===== src/hw/rtl/rv32dec_pkg.sv =====
// Package for the RV32I instruction decoder: operation codes, major opcodes,
// system words and the decoded result type shared by the decode unit and the top level.
// No dependencies.
package rv32dec_pkg;

  localparam int unsigned WordW = 32;
  localparam int unsigned OpW   = 6;
  localparam int unsigned RegW  = 5;
  localparam int unsigned ImmW  = 21;

  // Major opcodes, bits 6..0 of the instruction word.
  localparam logic [6:0] OPC_LUI    = 7'h37;
  localparam logic [6:0] OPC_AUIPC  = 7'h17;
  localparam logic [6:0] OPC_JAL    = 7'h6F;
  localparam logic [6:0] OPC_JALR   = 7'h67;
  localparam logic [6:0] OPC_BRANCH = 7'h63;
  localparam logic [6:0] OPC_LOAD   = 7'h03;
  localparam logic [6:0] OPC_STORE  = 7'h23;
  localparam logic [6:0] OPC_OPIMM  = 7'h13;
  localparam logic [6:0] OPC_OP     = 7'h33;
  localparam logic [6:0] OPC_SYSTEM = 7'h73;

  localparam logic [WordW-1:0] WORD_ECALL  = 32'h0000_0073;
  localparam logic [WordW-1:0] WORD_EBREAK = 32'h0010_0073;

  localparam logic [6:0] F7_BASE = 7'h00;
  localparam logic [6:0] F7_ALT  = 7'h20;

  // Dense operation codes.
  localparam logic [OpW-1:0] OP_ILLEGAL = 6'd0;
  localparam logic [OpW-1:0] OP_LUI     = 6'd1;
  localparam logic [OpW-1:0] OP_AUIPC   = 6'd2;
  localparam logic [OpW-1:0] OP_JAL     = 6'd3;
  localparam logic [OpW-1:0] OP_JALR    = 6'd4;
  localparam logic [OpW-1:0] OP_BEQ     = 6'd5;
  localparam logic [OpW-1:0] OP_BNE     = 6'd6;
  localparam logic [OpW-1:0] OP_BLT     = 6'd7;
  localparam logic [OpW-1:0] OP_BGE     = 6'd8;
  localparam logic [OpW-1:0] OP_BLTU    = 6'd9;
  localparam logic [OpW-1:0] OP_BGEU    = 6'd10;
  localparam logic [OpW-1:0] OP_LB      = 6'd11;
  localparam logic [OpW-1:0] OP_LH      = 6'd12;
  localparam logic [OpW-1:0] OP_LW      = 6'd13;
  localparam logic [OpW-1:0] OP_LBU     = 6'd14;
  localparam logic [OpW-1:0] OP_LHU     = 6'd15;
  localparam logic [OpW-1:0] OP_SB      = 6'd16;
  localparam logic [OpW-1:0] OP_SH      = 6'd17;
  localparam logic [OpW-1:0] OP_SW      = 6'd18;
  localparam logic [OpW-1:0] OP_ADDI    = 6'd19;
  localparam logic [OpW-1:0] OP_SLTI    = 6'd20;
  localparam logic [OpW-1:0] OP_SLTIU   = 6'd21;
  localparam logic [OpW-1:0] OP_XORI    = 6'd22;
  localparam logic [OpW-1:0] OP_ORI     = 6'd23;
  localparam logic [OpW-1:0] OP_ANDI    = 6'd24;
  localparam logic [OpW-1:0] OP_SLLI    = 6'd25;
  localparam logic [OpW-1:0] OP_SRLI    = 6'd26;
  localparam logic [OpW-1:0] OP_SRAI    = 6'd27;
  localparam logic [OpW-1:0] OP_ADD     = 6'd28;
  localparam logic [OpW-1:0] OP_SUB     = 6'd29;
  localparam logic [OpW-1:0] OP_SLL     = 6'd30;
  localparam logic [OpW-1:0] OP_SLT     = 6'd31;
  localparam logic [OpW-1:0] OP_SLTU    = 6'd32;
  localparam logic [OpW-1:0] OP_XOR     = 6'd33;
  localparam logic [OpW-1:0] OP_SRL     = 6'd34;
  localparam logic [OpW-1:0] OP_SRA     = 6'd35;
  localparam logic [OpW-1:0] OP_OR      = 6'd36;
  localparam logic [OpW-1:0] OP_AND     = 6'd37;
  localparam logic [OpW-1:0] OP_ECALL   = 6'd38;
  localparam logic [OpW-1:0] OP_EBREAK  = 6'd39;
  localparam logic [OpW-1:0] OP_CSRRW   = 6'd40;
  localparam logic [OpW-1:0] OP_CSRRS   = 6'd41;
  localparam logic [OpW-1:0] OP_CSRRC   = 6'd42;
  localparam logic [OpW-1:0] OP_CSRRWI  = 6'd43;
  localparam logic [OpW-1:0] OP_CSRRSI  = 6'd44;
  localparam logic [OpW-1:0] OP_CSRRCI  = 6'd45;

  // One decoded instruction.
  typedef struct packed {
    logic [OpW-1:0]          operation;
    logic [RegW-1:0]         dest_reg;
    logic [RegW-1:0]         src1_reg;
    logic [RegW-1:0]         src2_reg;
    logic signed [ImmW-1:0]  immediate;
    logic [WordW-1:0]        target_address;
  } dec_result_t;

endpackage


===== src/hw/rtl/rv32dec_decode.sv =====
// Combinational RV32I decode: operation code, register fields, immediate and
// branch/jal target from one instruction word and its address. Uses rv32dec_pkg.
module rv32dec_decode (
  input  logic [rv32dec_pkg::WordW-1:0] instr_word,
  input  logic [rv32dec_pkg::WordW-1:0] instr_addr,
  output rv32dec_pkg::dec_result_t      result
);
  import rv32dec_pkg::*;

  logic [6:0]      opcode;
  logic [2:0]      funct3;
  logic [6:0]      funct7;
  logic [ImmW-1:0] imm_i;
  logic [ImmW-1:0] imm_s;
  logic [ImmW-1:0] imm_b;
  logic [ImmW-1:0] imm_j;
  logic [ImmW-1:0] imm_u;
  logic [ImmW-1:0] imm_shamt;
  logic [ImmW-1:0] imm_csr;
  logic [OpW-1:0]  op;
  logic [ImmW-1:0] imm;
  logic            use_target;

  assign opcode = instr_word[6:0];
  assign funct3 = instr_word[14:12];
  assign funct7 = instr_word[31:25];

  assign imm_i     = {{9{instr_word[31]}}, instr_word[31:20]};
  assign imm_s     = {{9{instr_word[31]}}, instr_word[31:25], instr_word[11:7]};
  assign imm_b     = {{8{instr_word[31]}}, instr_word[31], instr_word[7],
                      instr_word[30:25], instr_word[11:8], 1'b0};
  assign imm_j     = {instr_word[31], instr_word[19:12], instr_word[20],
                      instr_word[30:21], 1'b0};
  assign imm_u     = {1'b0, instr_word[31:12]};
  assign imm_shamt = {16'd0, instr_word[24:20]};
  assign imm_csr   = {9'd0, instr_word[31:20]};

  always_comb begin
    op         = OP_ILLEGAL;
    imm        = '0;
    use_target = 1'b0;
    case (opcode)
      OPC_LUI: begin
        op  = OP_LUI;
        imm = imm_u;
      end
      OPC_AUIPC: begin
        op  = OP_AUIPC;
        imm = imm_u;
      end
      OPC_JAL: begin
        op         = OP_JAL;
        imm        = imm_j;
        use_target = 1'b1;
      end
      OPC_JALR: begin
        op  = OP_JALR;
        imm = imm_i;
      end
      OPC_BRANCH: begin
        case (funct3)
          3'd0:    op = OP_BEQ;
          3'd1:    op = OP_BNE;
          3'd4:    op = OP_BLT;
          3'd5:    op = OP_BGE;
          3'd6:    op = OP_BLTU;
          3'd7:    op = OP_BGEU;
          default: op = OP_ILLEGAL;
        endcase
        if (op != OP_ILLEGAL) begin
          imm        = imm_b;
          use_target = 1'b1;
        end
      end
      OPC_LOAD: begin
        case (funct3)
          3'd0:    op = OP_LB;
          3'd1:    op = OP_LH;
          3'd2:    op = OP_LW;
          3'd4:    op = OP_LBU;
          3'd5:    op = OP_LHU;
          default: op = OP_ILLEGAL;
        endcase
        if (op != OP_ILLEGAL) begin
          imm = imm_i;
        end
      end
      OPC_STORE: begin
        case (funct3)
          3'd0:    op = OP_SB;
          3'd1:    op = OP_SH;
          3'd2:    op = OP_SW;
          default: op = OP_ILLEGAL;
        endcase
        if (op != OP_ILLEGAL) begin
          imm = imm_s;
        end
      end
      OPC_OPIMM: begin
        imm = imm_i;
        case (funct3)
          3'd0: op = OP_ADDI;
          3'd1: begin
            op  = OP_SLLI;
            imm = imm_shamt;
          end
          3'd2: op = OP_SLTI;
          3'd3: op = OP_SLTIU;
          3'd4: op = OP_XORI;
          3'd5: begin
            // Only bit 30 separates the two right shifts.
            op  = instr_word[30] ? OP_SRAI : OP_SRLI;
            imm = imm_shamt;
          end
          3'd6: op = OP_ORI;
          3'd7: op = OP_ANDI;
          default: op = OP_ILLEGAL;
        endcase
      end
      OPC_OP: begin
        case (funct3)
          3'd0: begin
            if (funct7 == F7_BASE) begin
              op = OP_ADD;
            end else if (funct7 == F7_ALT) begin
              op = OP_SUB;
            end else begin
              op = OP_ILLEGAL;
            end
          end
          3'd1: op = OP_SLL;
          3'd2: op = OP_SLT;
          3'd3: op = OP_SLTU;
          3'd4: op = OP_XOR;
          3'd5: begin
            if (funct7 == F7_BASE) begin
              op = OP_SRL;
            end else if (funct7 == F7_ALT) begin
              op = OP_SRA;
            end else begin
              op = OP_ILLEGAL;
            end
          end
          3'd6: op = OP_OR;
          3'd7: op = OP_AND;
          default: op = OP_ILLEGAL;
        endcase
      end
      OPC_SYSTEM: begin
        if (instr_word == WORD_ECALL) begin
          op = OP_ECALL;
        end else if (instr_word == WORD_EBREAK) begin
          op = OP_EBREAK;
        end else begin
          case (funct3)
            3'd1:    op = OP_CSRRW;
            3'd2:    op = OP_CSRRS;
            3'd3:    op = OP_CSRRC;
            3'd5:    op = OP_CSRRWI;
            3'd6:    op = OP_CSRRSI;
            3'd7:    op = OP_CSRRCI;
            default: op = OP_ILLEGAL;
          endcase
          if (op != OP_ILLEGAL) begin
            imm = imm_csr;
          end
        end
      end
      default: begin
        op = OP_ILLEGAL;
      end
    endcase
  end

  assign result.operation      = op;
  assign result.dest_reg       = instr_word[11:7];
  assign result.src1_reg       = instr_word[19:15];
  assign result.src2_reg       = instr_word[24:20];
  assign result.immediate      = imm;
  assign result.target_address = use_target
                                 ? instr_addr + {{(WordW-ImmW){imm[ImmW-1]}}, imm}
                                 : '0;

endmodule


===== src/hw/rtl/rv32i_instruction_decoder.sv =====
// Top level of the RV32I instruction decoder: input register, decode unit and
// result register on two stream channels. Uses rv32dec_pkg and rv32dec_decode.
//
//   Channel | Direction | Payload (tdata, lowest bit first)
//   --------+-----------+----------------------------------------------------
//   in_     | sink      | instruction_word[31:0], instruction_address[63:32]
//   out_    | source    | operation[5:0], dest_reg[10:6], src1_reg[15:11],
//           |           | src2_reg[20:16], immediate[41:21],
//           |           | target_address[73:42], zero fill [79:74]
//
// An accepted item is loaded into the input register, and its decoded result
// is loaded into the result register once that register may load.
// One item is accepted every cycle while the output side takes results.
// Reset (rst_n low, synchronous) empties both stages; payload is not cleared.
// A stalled output holds its result; the input register keeps its item, and
// in_tready drops only when both stages are full and out_tready is low.
module rv32i_instruction_decoder (
  input  logic        clk,
  input  logic        rst_n,
  input  logic        in_tvalid,
  output logic        in_tready,
  // instruction_word [31:0], instruction_address [63:32]
  input  logic [63:0] in_tdata,
  output logic        out_tvalid,
  input  logic        out_tready,
  // operation [5:0], dest_reg [10:6], src1_reg [15:11], src2_reg [20:16],
  // immediate [41:21], target_address [73:42], zeros [79:74]
  output logic [79:0] out_tdata
);
  import rv32dec_pkg::*;

  // Stage one holds the raw item; stage two holds the decoded result.
  logic                 s1_valid_r;
  logic                 s1_valid_nxt;
  logic [WordW-1:0]     s1_word_r;
  logic [WordW-1:0]     s1_addr_r;
  logic                 out_valid_r;
  logic                 out_valid_nxt;
  dec_result_t          out_res_r;
  dec_result_t          dec_res;
  logic                 out_load;
  logic                 in_take;

  // The result register may load when it is empty or its item leaves now.
  assign out_load  = !out_valid_r || out_tready;
  // The input register may load when empty or when its item moves on.
  assign in_tready = !s1_valid_r || out_load;
  assign in_take   = in_tvalid && in_tready;

  rv32dec_decode u_decode (
    .instr_word (s1_word_r),
    .instr_addr (s1_addr_r),
    .result     (dec_res)
  );

  always_comb begin
    s1_valid_nxt = s1_valid_r;
    if (in_tready) begin
      s1_valid_nxt = in_tvalid;
    end
    out_valid_nxt = out_valid_r;
    if (out_load) begin
      out_valid_nxt = s1_valid_r;
    end
  end

  always_ff @(posedge clk) begin
    if (!rst_n) begin
      s1_valid_r  <= 1'b0;
      out_valid_r <= 1'b0;
    end else begin
      s1_valid_r  <= s1_valid_nxt;
      out_valid_r <= out_valid_nxt;
    end
  end

  always_ff @(posedge clk) begin
    if (in_take) begin
      s1_word_r <= in_tdata[31:0];
      s1_addr_r <= in_tdata[63:32];
    end
    if (out_load && s1_valid_r) begin
      out_res_r <= dec_res;
    end
  end

  assign out_tvalid = out_valid_r;
  assign out_tdata  = {6'd0,
                       out_res_r.target_address,
                       out_res_r.immediate,
                       out_res_r.src2_reg,
                       out_res_r.src1_reg,
                       out_res_r.dest_reg,
                       out_res_r.operation};

  // A held item in stage one must survive a stalled output.
  assert property (@(posedge clk) disable iff (!rst_n)
    (s1_valid_r && out_valid_r && !out_tready) |=> s1_valid_r)
    else $error("input stage lost an item during an output stall");

  // Only jal and the branches carry a target.
  assert property (@(posedge clk) disable iff (!rst_n)
    (out_valid_r && out_res_r.target_address != '0) |->
      (out_res_r.operation == OP_JAL || out_res_r.operation == OP_BEQ ||
       out_res_r.operation == OP_BNE || out_res_r.operation == OP_BLT ||
       out_res_r.operation == OP_BGE || out_res_r.operation == OP_BLTU ||
       out_res_r.operation == OP_BGEU))
    else $error("target set for an operation that has none");

  // Illegal words carry no immediate.
  assert property (@(posedge clk) disable iff (!rst_n)
    (out_valid_r && out_res_r.operation == OP_ILLEGAL) |->
      (out_res_r.immediate == '0))
    else $error("illegal instruction with a nonzero immediate");

  // A result appears only when stage one held an item the cycle before.
  assert property (@(posedge clk) disable iff (!rst_n)
    ($rose(out_valid_r)) |-> $past(s1_valid_r))
    else $error("result appeared without a source item");

  // Reset leaves the result register empty.
  assert property (@(posedge clk)
    !rst_n |=> !out_valid_r)
    else $error("result valid right after reset");

endmodule

===== config.mk =====
export PLATFORM = sky130hd
export DESIGN_NAME = rv32i_instruction_decoder
export DESIGN_NICKNAME = d
export VERILOG_FILES = /design/src/hw/rtl/rv32dec_pkg.sv /design/src/hw/rtl/rv32dec_decode.sv /design/src/hw/rtl/rv32i_instruction_decoder.sv
export SDC_FILE = /design/constraint.sdc
export NUM_CORES = 1
export LEC_CHECK = 0
export BUFFER_PORTS_ARGS = -buffer_cell sky130_fd_sc_hd__buf_2
export CORE_ASPECT_RATIO = 0.75
export CORE_MARGIN = 1.5
export CORE_UTILIZATION = 30
export DETAILED_ROUTE_END_ITERATION = 6
export RECOVER_POWER = 25
export SLEW_MARGIN = 20
export SYNTH_ARGS = -nofsm -noshare
export SYNTH_HDL_FRONTEND = slang
export SYNTH_SLANG_ARGS = --single-unit

===== constraint.sdc =====
create_clock -name clk -period 4.8 [get_ports clk]
set_input_delay 0 -clock clk [delete_from_list [all_inputs] [get_ports clk]]
set_output_delay 0 -clock clk [all_outputs]
set_load 0.005 [all_outputs]

==> results of run 1 <==
-- power by group through the flow --
stage / Combinational, µW / Clock (µW) / Sequential, µW
global route: 311 / 1360 / 1470
finish: 283 / 1270 / 1460
global placement: 238 / 0 / 1490
floorplan: 138 / 0 / 1470
CTS: 283 / 1300 / 1460
detailed placement: 239 / 0 / 1490
-- synth_stat cells, types with 3 or more instances --
| cell type | n | area share, % |
|---|---|---|
| xor2_1 | 9 | 1.1 |
| nor3_1 | 15 | 1.0 |
| o21bai_1 | 3 | 0.31 |
| buf_2 | 3 | 0.21 |
| and4_1 | 3 | 0.37 |
| ha_1 | 31 | 5.4 |
| nand4_1 | 4 | 0.35 |
| clkbuf_1 | 8 | 0.42 |
| a21oi_1 | 48 | 3.4 |
| clkbuf_8 | 4 | 0.77 |
| a22o_1 | 8 | 0.98 |
| nand2_1 | 35 | 1.8 |
| buf_4 | 8 | 0.84 |
| a221oi_1 | 3 | 0.37 |
| nand3b_1 | 4 | 0.42 |
| nor2_1 | 50 | 2.6 |
| nor3b_1 | 4 | 0.42 |
| a221o_1 | 8 | 1.1 |
| o21ai_0 | 34 | 2.4 |
| and3_1 | 9 | 0.79 |
| a222oi_1 | 5 | 0.70 |
| inv_1 | 15 | 0.79 |
| a211o_1 | 4 | 0.49 |
| o21a_1 | 7 | 0.73 |
| edfxtp_1 | 138 | 58 |
| a21o_1 | 12 | 1.3 |
| nand4b_1 | 3 | 0.37 |
| nor2b_1 | 9 | 0.79 |
| and2_1 | 8 | 0.70 |
| nand2b_1 | 6 | 0.52 |
| o211ai_1 | 6 | 0.63 |
| xnor2_1 | 13 | 1.6 |
| nor4_1 | 6 | 0.52 |
| nand3_1 | 17 | 1.2 |
| a211oi_1 | 7 | 0.73 |
| o21ai_1 | 7 | 0.49 |
-- cell type report --
cell class,count,area (µm²)
fillers,2252,13810
repair buffers,224,1476
clock buffers,17,425.4
well taps,300,375.4
multi-input cells,419,2773
flip-flops and latches,140,4184
inverters,16,60.06
clock inverters,15,138.9
-- registers in the layout, indices dropped and copies added (netlist names) --
signal	count
s1_valid_r	1
s1_addr_r	32
s1_word_r	32
out_tvalid	1
out_tdata	74
-- path summary, 6_finish.rpt --
| check | startpoint | endpoint | slack, ns | cells past startpoint |
|---|---|---|---|---|
| setup / recovery | s1_word_r[12] | out_tdata[70] | 0.25 | 15 |
| hold reg to reg | s1_word_r[9] | out_tdata[8] | 0.50 | 0 |
| setup reg to reg | s1_word_r[12] | out_tdata[70] | 0.25 | 15 |
| hold / removal | in_tdata[16] | s1_word_r[16] | 0.27 | 2 |
-- per-layer routing --
layer	GRT usage, %	wire [µm]	vias to the layer above
met2	24.15	8559	238
met4	5.417	317	0
met5	0	0	-
li1	-	-	2749
met3	4.284	1290	21
met1	24.95	10530	2763
-- kinds of logic after synthesis --
logic type | count (synthesis) | share of synthesized area (%)
AND/OR/NAND/NOR | 185 | 13.47
AO/OA/AOI/OAI | 174 | 16.39
flip-flops | 140 | 58.36
buffers and inverters | 42 | 3.351
adder cells (fa/ha/maj) | 32 | 5.689
XOR/XNOR | 22 | 2.688
other | 1 | 0.05231
-- timing repair --
| item | 4_1_cts | 5_1_grt |
|---|---|---|
| buffers inserted | 0 | 0 |
| hold buffers | 68 | 0 |
| hold endpoints to repair | 66 | 0 |
-- critical path, cell delays in order (launching register included) --
cell      delay (ns)
edfxtp_1        0.51
inv_1           0.21
o21ai_0         0.33
nor4_2          0.12
a2111o_1        0.41
nor2b_2         0.25
nand2_2         0.13
a22o_1          0.24
ha_1            0.44
and3_1          0.22
and2_1          0.15
nand3_1         0.16
a211oi_1        0.65
o21ai_1         0.20
a21oi_1         0.19
nor3b_1         0.06
-- stage by stage --
| stage | area, µm² | utilization [%] | setup WS [ns] |
|---|---|---|---|
| 2_1_floorplan | 7188 | - | 0.5217 |
| 4_1_cts | 9450 | 40.66 | 0.3956 |
| 3_3_place_gp | 8205 | 35.30 | 0.4007 |
| 3_5_place_dp | 8205 | 35.30 | 0.4442 |
| 6_report | 9433 | 40.58 | 0.2512 |
| 5_1_grt | 9433 | 40.58 | 0.02682 |
==> impl_metrics.yaml, run 1 <==
clock_network:
  cts_tree: "yes"
  clockRootBuffer: "clkbuf_16"
  clk_pin_slew_ns: 0.07
  max-clock-path-buffers: 2
  cts_max_level: 4
  cts_resized: 0
  numCtsBuffers: 17
  cts.sinks: 140
  clk_latency_ns: 0.44
yosys:
  synth-edff-count: 138
  async_flop_share_pct: 0
  synth_seq_area_share_pct: 58.36
  netlist_instances: 596
  synth.avg_cell_area_um2: 12.03
  synth_warnings: 0
  ys.flop_type: "edfxtp_1"
  synth.cell_area_um2: 7169
  ys_ff_latch: 140
  ys_types: 69
power_and_ir_drop:
  p_per_area_nw_per_um2: 319.5
  power.internal_uw: 2269
  seqPwrFrac_pct: 48.5
  clock_power_share_pct: 42.2
  swShare_pct: 24.71
  switching_power_uw: 744.5
  totalPowerFinal_uw: 3013
  irDropWorstVdd_v: 0.0002540
  p_leak_uw: 0.003673
  combPwrFrac_pct: 9.4
floorplan:
  rows: 48
  core_area_um2: 23240
  fp.dieArea_um2: 24840
  ios: 150
  fp.dieW_um: 181.5
  die_y_um: 136.9
  start_util_pct: 30.85
worst_setup_path:
  crit_arrival_ns: 4.72
  endpoint_kind: "flip-flop"
  start_kind: "flip-flop"
  critPathKind: "reg2reg"
  worst_ep_required_time_ns: 4.97
  crit_fanout: 9
grt:
  first_global_vias: 5420
  grt_pass1_wl_um: 31080
  grt_max_degree: 35
  grt_use_total_pct: 16.94
  overflow: 0
  antenna_found_initial: 0
timing:
  worst_slew_pin_slew_ns: 1.072
  period_minus_slack_ns: 4.549
  max_freq_ghz: 0.2198
  final_hold_viol_count: 0
  rsz0062_at_grt: "false"
  fin_crit_sh_pct: 94.77
  slew_headroom_pct: 28.35
  finClkSkew_ns: 0.01459
  hold_ws_ns: 0.2734
  slew_viol_final: 0
  tns_ns: 0
  finalSetupViolCount: 0
route:
  drc_errors: 0
  post_drt_wl_per_cell_um: 18.30
  via_per_inst: 5.103
  firstDrtPassIters: 5
  postRouteAntennaNets: 0
  drtIter0Drc: 549
  vias: 5771
  routed_wl_um: 20700
status:
  status: "finished clean"
finish:
  layout_common_cells: "edfxtp_1, buf_2, dlygate4sd3_1"
  finalNonFillerCells: 1131
  drive_above_1_share_pct: 22.98
  area_growth_pct: 31.57
  antenna_cells: 0
  final_common_cell: "edfxtp_1"
  final_net_count: 918
placed_design:
  dpl.hpwl_um: 15040
  placed_cells: 1031
  gp_congestion: 0.9449
  port_buffers: 143
run:
  maxCapViolations: 0
hold_path:
  worstHoldPathType: "in2reg"
Note: power is estimated with default switching activity, not from simulation.
==> inputs of run 2 (changes only) <==
- CELL_PAD_IN_SITES_DETAIL_PLACEMENT: default -> 1
- CELL_PAD_IN_SITES_GLOBAL_PLACEMENT: default -> 2
- PLACE_DENSITY_LB_ADDON: default -> 0.1
- clock period: 4.8 -> 4.6 ns (I/O delays scaled with it)
==> impl_metrics.yaml, run 2 (synthesis results as in run 1) <==
clock_network:
  clk_pin_slew_ns: 0.06
  clockRootBuffer: "clkbuf_16"
  cts_max_level: 4
  numCtsBuffers: 17
  cts.sinks: 140
  max-clock-path-buffers: 2
  clk_latency_ns: 0.43
  cts_tree: "yes"
floorplan:
  ios: 150
  fp.dieW_um: 181.5
  die_y_um: 136.9
  fp.dieArea_um2: 24840
  start_util_pct: 30.85
  rows: 48
  core_area_um2: 23240
timing:
  worst_slack_ns: 0.3178
  tns_ns: 0
  final_hold_viol_count: 0
  period_minus_slack_ns: 4.282
  max_freq_ghz: 0.2335
  worst_slew_pin_slew_ns: 1.006
  finalSetupViolCount: 0
  slew_viol_final: 0
  slew_headroom_pct: 32.91
  fin_crit_sh_pct: 93.09
  finClkSkew_ns: 0.009048
finish:
  drive_above_1_share_pct: 25.32
  layout_common_cells: "edfxtp_1, buf_2, dlygate4sd3_1"
  final_common_cell: "edfxtp_1"
  final_net_count: 936
  largest_reg_flops: 74
  final_cell_area_um2: 9622
  area_growth_pct: 34.21
  fill_cells: 2536
route:
  drc_errors: 0
  postRouteAntennaNets: 0
  routed_wl_um: 23360
  vias: 5812
  drtIter0Drc: 333
  post_drt_wl_per_cell_um: 20.31
  firstDrtPassIters: 5
  via_per_inst: 5.054
placed_design:
  port_buffers: 143
  gp_congestion: 0.7998
  dpl.hpwl_um: 17400
  place_ws_ns: 0.1938
  place_area_um2: 8325
worst_setup_path:
  start_kind: "flip-flop"
  critPathKind: "reg2reg"
  setup.reg_to_reg.worst_slack_ns: 0.32
  worst_ep_required_time_ns: 4.76
  crit_fanout: 7
  endpoint_kind: "flip-flop"
  crit_arrival_ns: 4.45
grt:
  grt_use_total_pct: 19.11
  antenna_found_initial: 1
  first_global_vias: 5895
  grt_max_degree: 42
  grt_pass1_wl_um: 35260
  overflow: 0
power_and_ir_drop:
  totalPowerFinal_uw: 3223
  p_leak_uw: 0.003790
  irDropWorstVdd_v: 0.0002552
  p_per_area_nw_per_um2: 335.0
hold_path:
  worstHoldPathType: "in2reg"
status:
  status: "finished clean"
run:
  maxCapViolations: 0
[run 2: changes by cell type in the layout (fill, tap and decap cells not counted), sizes merged]
cell,before,now
diode,0,1
clkbuf,31,27
buf,142,164
clkinv,5,2
bufinv,1,2
clkinvlp,3,5
[run 2: worst max-delay path, cell delays in order, from the launching register on]
cell and delay [ns]:
edfxtp_1 0.50, nor4bb_4 0.42, nand2_1 0.17, nor4_4 0.34, a2111o_1 0.23, nor2b_2 0.08
nand2_2 0.13, a22o_1 0.22, ha_1 0.29, and2_1 0.17, nor4_1 0.33, a211o_1 0.29
a211oi_2 0.09, buf_4 0.16, o21ai_0 0.30, and4_1 0.23, nor3_1 0.04
[run 2: report_power, final]
part / leakage, µW / switching [µW] / internal [µW] / total (µW)
registers: 0.00130 / 46.2 / 1480 / 1520
clock network: 0.000273 / 582 / 807 / 1390
logic: 0.00221 / 166 / 144 / 310
total: 0.00379 / 794 / 2430 / 3220
[run 2: area by class of cell]
| class | count | area (µm²) | share of cell area (%) |
|---|---|---|---|
| sequential | 140 | 4184 | 43.49 |
| timing repair buffer | 242 | 1618 | 16.81 |
| clock buffer | 17 | 425.4 | 4.421 |
| multi-input combinational | 419 | 2795 | 29.05 |
| clock inverter | 15 | 161.4 | 1.678 |
| inverter | 16 | 60.06 | 0.6242 |
| tap | 300 | 375.4 | 3.901 |
| antenna | 1 | 2.502 | 0.02601 |
[run 2: path summary, 6_finish.rpt]
kind	start	endpoint	cells past startpoint
max reg2reg	s1_word_r[3]	out_tdata[71]	16
min	in_tdata[58]	s1_addr_r[26]	2
max	s1_word_r[3]	out_tdata[71]	16
min reg2reg	s1_word_r[8]	out_tdata[7]	0
[run 2: per-stage QoR]
step | hold WS, ns | util (%) | instances
floorplan | 0.09887 | - | 601
global placement | 0.1764 | 35.82 | 1047
detailed placement | 0.1787 | 35.82 | 1047
CTS | 0.2467 | 41.27 | 1147
global route | 0.2730 | 41.40 | 1150
finish | 0.2742 | 41.40 | 1150
[run 2: repair_timing]
item	CTS	global route
hold endpoints to repair	66	0
setup endpoints to repair	0	16
hold buffers	68	0
resized for setup	0	5
buffers inserted	0	2
[run 2: layer usage]
| metal | share of wire, % | routed length [µm] | GRT usage, % | vias to the layer above |
|---|---|---|---|---|
| met4 | 0.83 | 193 | 4.815 | 0 |
| met1 | 51 | 11830 | 26.91 | 2873 |
| met2 | 45 | 10410 | 29.89 | 147 |
| met3 | 3.9 | 922 | 4.178 | 16 |
| met5 | 0 | 0 | 0 | - |
| li1 | - | - | - | 2776 |
==> inputs of run 3 (changes only) <==
- REMOVE_ABC_BUFFERS: default -> 1
==> impl_metrics.yaml, run 3 (synthesis results as in run 1) <==
clock_network:
  clk_pin_slew_ns: 0.07
  clk_latency_ns: 0.43
  max-clock-path-buffers: 2
  cts_tree: "yes"
  clockRootBuffer: "clkbuf_16"
  numCtsBuffers: 17
  cts_max_level: 4
  cts.sinks: 140
hold_path:
  worstHoldPathType: "in2reg"
worst_setup_path:
  crit_arrival_ns: 4.55
  start_kind: "flip-flop"
  crit_fanout: 8
  endpoint_kind: "flip-flop"
  critPathKind: "reg2reg"
  worst_ep_required_time_ns: 4.77
grt:
  antenna_found_initial: 0
  grt_use_total_pct: 19.80
  grt_max_degree: 46
  overflow: 0
  first_global_vias: 5909
  grt_pass1_wl_um: 35910
route:
  firstDrtPassIters: 6
  drtIter0Drc: 305
  vias: 5846
  post_drt_wl_per_cell_um: 20.94
  drc_errors: 0
  postRouteAntennaNets: 0
  via_per_inst: 5.075
  routed_wl_um: 24120
finish:
  final_net_count: 939
  finalNonFillerCells: 1152
  final_common_cell: "edfxtp_1"
  area_growth_pct: 35.22
  largest_reg_flops: 74
  layout_common_cells: "edfxtp_1, buf_2, dlygate4sd3_1"
  antenna_cells: 0
  fin_util_pct: 41.71
  drive_above_1_share_pct: 25.35
placed_design:
  port_buffers: 143
  gp_congestion: 0.8863
  dpl.hpwl_um: 17720
  placed_cells: 1044
power_and_ir_drop:
  p_per_area_nw_per_um2: 343.8
  irDropWorstVdd_v: 0.0002990
  p_leak_uw: 0.003832
timing:
  finClkSkew_ns: 0.01021
  slew_viol_final: 0
  max_freq_ghz: 0.2284
  finalSetupViolCount: 0
  period_minus_slack_ns: 4.378
  final_hold_viol_count: 0
  worst_slew_pin_slew_ns: 0.8048
  fin_crit_sh_pct: 95.17
  slew_headroom_pct: 45.93
floorplan:
  ios: 150
  fp.dieArea_um2: 24840
  core_area_um2: 23240
  die_y_um: 136.9
  start_util_pct: 30.85
  fp.dieW_um: 181.5
  rows: 48
status:
  status: "finished clean"
run:
  maxCapViolations: 0
## run 3: changes by cell type in the layout (fill, tap and decap cells not counted), sizes merged
cell / delta
clkinvlp: -3
clkbuf: +2
diode: -1
dlygate4sd3: -1
buf: +2
bufinv: +1
clkinv: +2
## run 3: path summary, 6_finish.rpt
check | start | slack, ns | end | cells after the start
min | out_tready | 0.03 | s1_valid_r | 4
max | s1_word_r[12] | 0.22 | out_tdata[62] | 14
max reg2reg | s1_word_r[12] | 0.22 | out_tdata[62] | 14
min reg2reg | s1_word_r[9] | 0.51 | out_tdata[8] | 0
## run 3: final cells by class
| class | count | area, µm² |
|---|---|---|
| multi-input combinational | 419 | 2790 |
| timing repair buffer | 245 | 1654 |
| sequential | 140 | 4184 |
| tap | 300 | 375.4 |
| clock buffer | 17 | 425.4 |
| clock inverter | 15 | 205.2 |
| fill | 2532 | 13550 |
| inverter | 16 | 60.06 |
## run 3: metal layers
metal  share of wire (%)  GRT usage, %  vias up  wire length (µm)
met4                0.65         4.583        0               157
met3                 4.3         3.991       12              1028
met1                  52         29.82     2879             12570
li1                    -             -     2784                 -
met2                  43         28.97      171             10360
met5                   0             0        -                 0
## run 3: stage by stage
| stage | hold WS [ns] | total power [µW] | instance area (µm²) | setup TNS, ns | setup slack (ns) |
|---|---|---|---|---|---|
| floorplan | 0.09887 | 1670 | 7008 | 0 | 0.3217 |
| global placement | 0.1764 | 1815 | 8303 | 0 | 0.1197 |
| detailed placement | 0.1783 | 1816 | 8303 | 0 | 0.1336 |
| CTS | 0.008069 | 3367 | 9604 | 0 | 0.1113 |
| global route | 0.01398 | 3459 | 9694 | -0.03420 | -0.03420 |
| finish | 0.02708 | 3333 | 9694 | 0 | 0.2223 |
## run 3: worst max-delay path, stage by stage (launching register included)
cell and delay [ns]:
edfxtp_1 0.50, inv_1 0.21, o21ai_1 0.29, nor4_4 0.09
a2111o_1 0.38, o21a_4 0.25, a221o_1 0.32, ha_1 0.42
a21o_1 0.20, a21o_1 0.19, a221oi_2 0.44, and3_1 0.40
o21ai_0 0.15, xnor2_1 0.20, nor2_1 0.05
## run 3: repair_timing
action,CTS,global route
endpoints found under the setup margin,0,13
gates resized for setup,0,3
endpoints found under the hold margin,66,0
hold buffers,67,0
setup buffers,0,8
## run 3: power breakdown
part | total (µW) | internal (µW) | switching, µW
combinational | 319 | 149 | 171
sequential | 1520 | 1480 | 45.7
clock | 1490 | 874 | 616
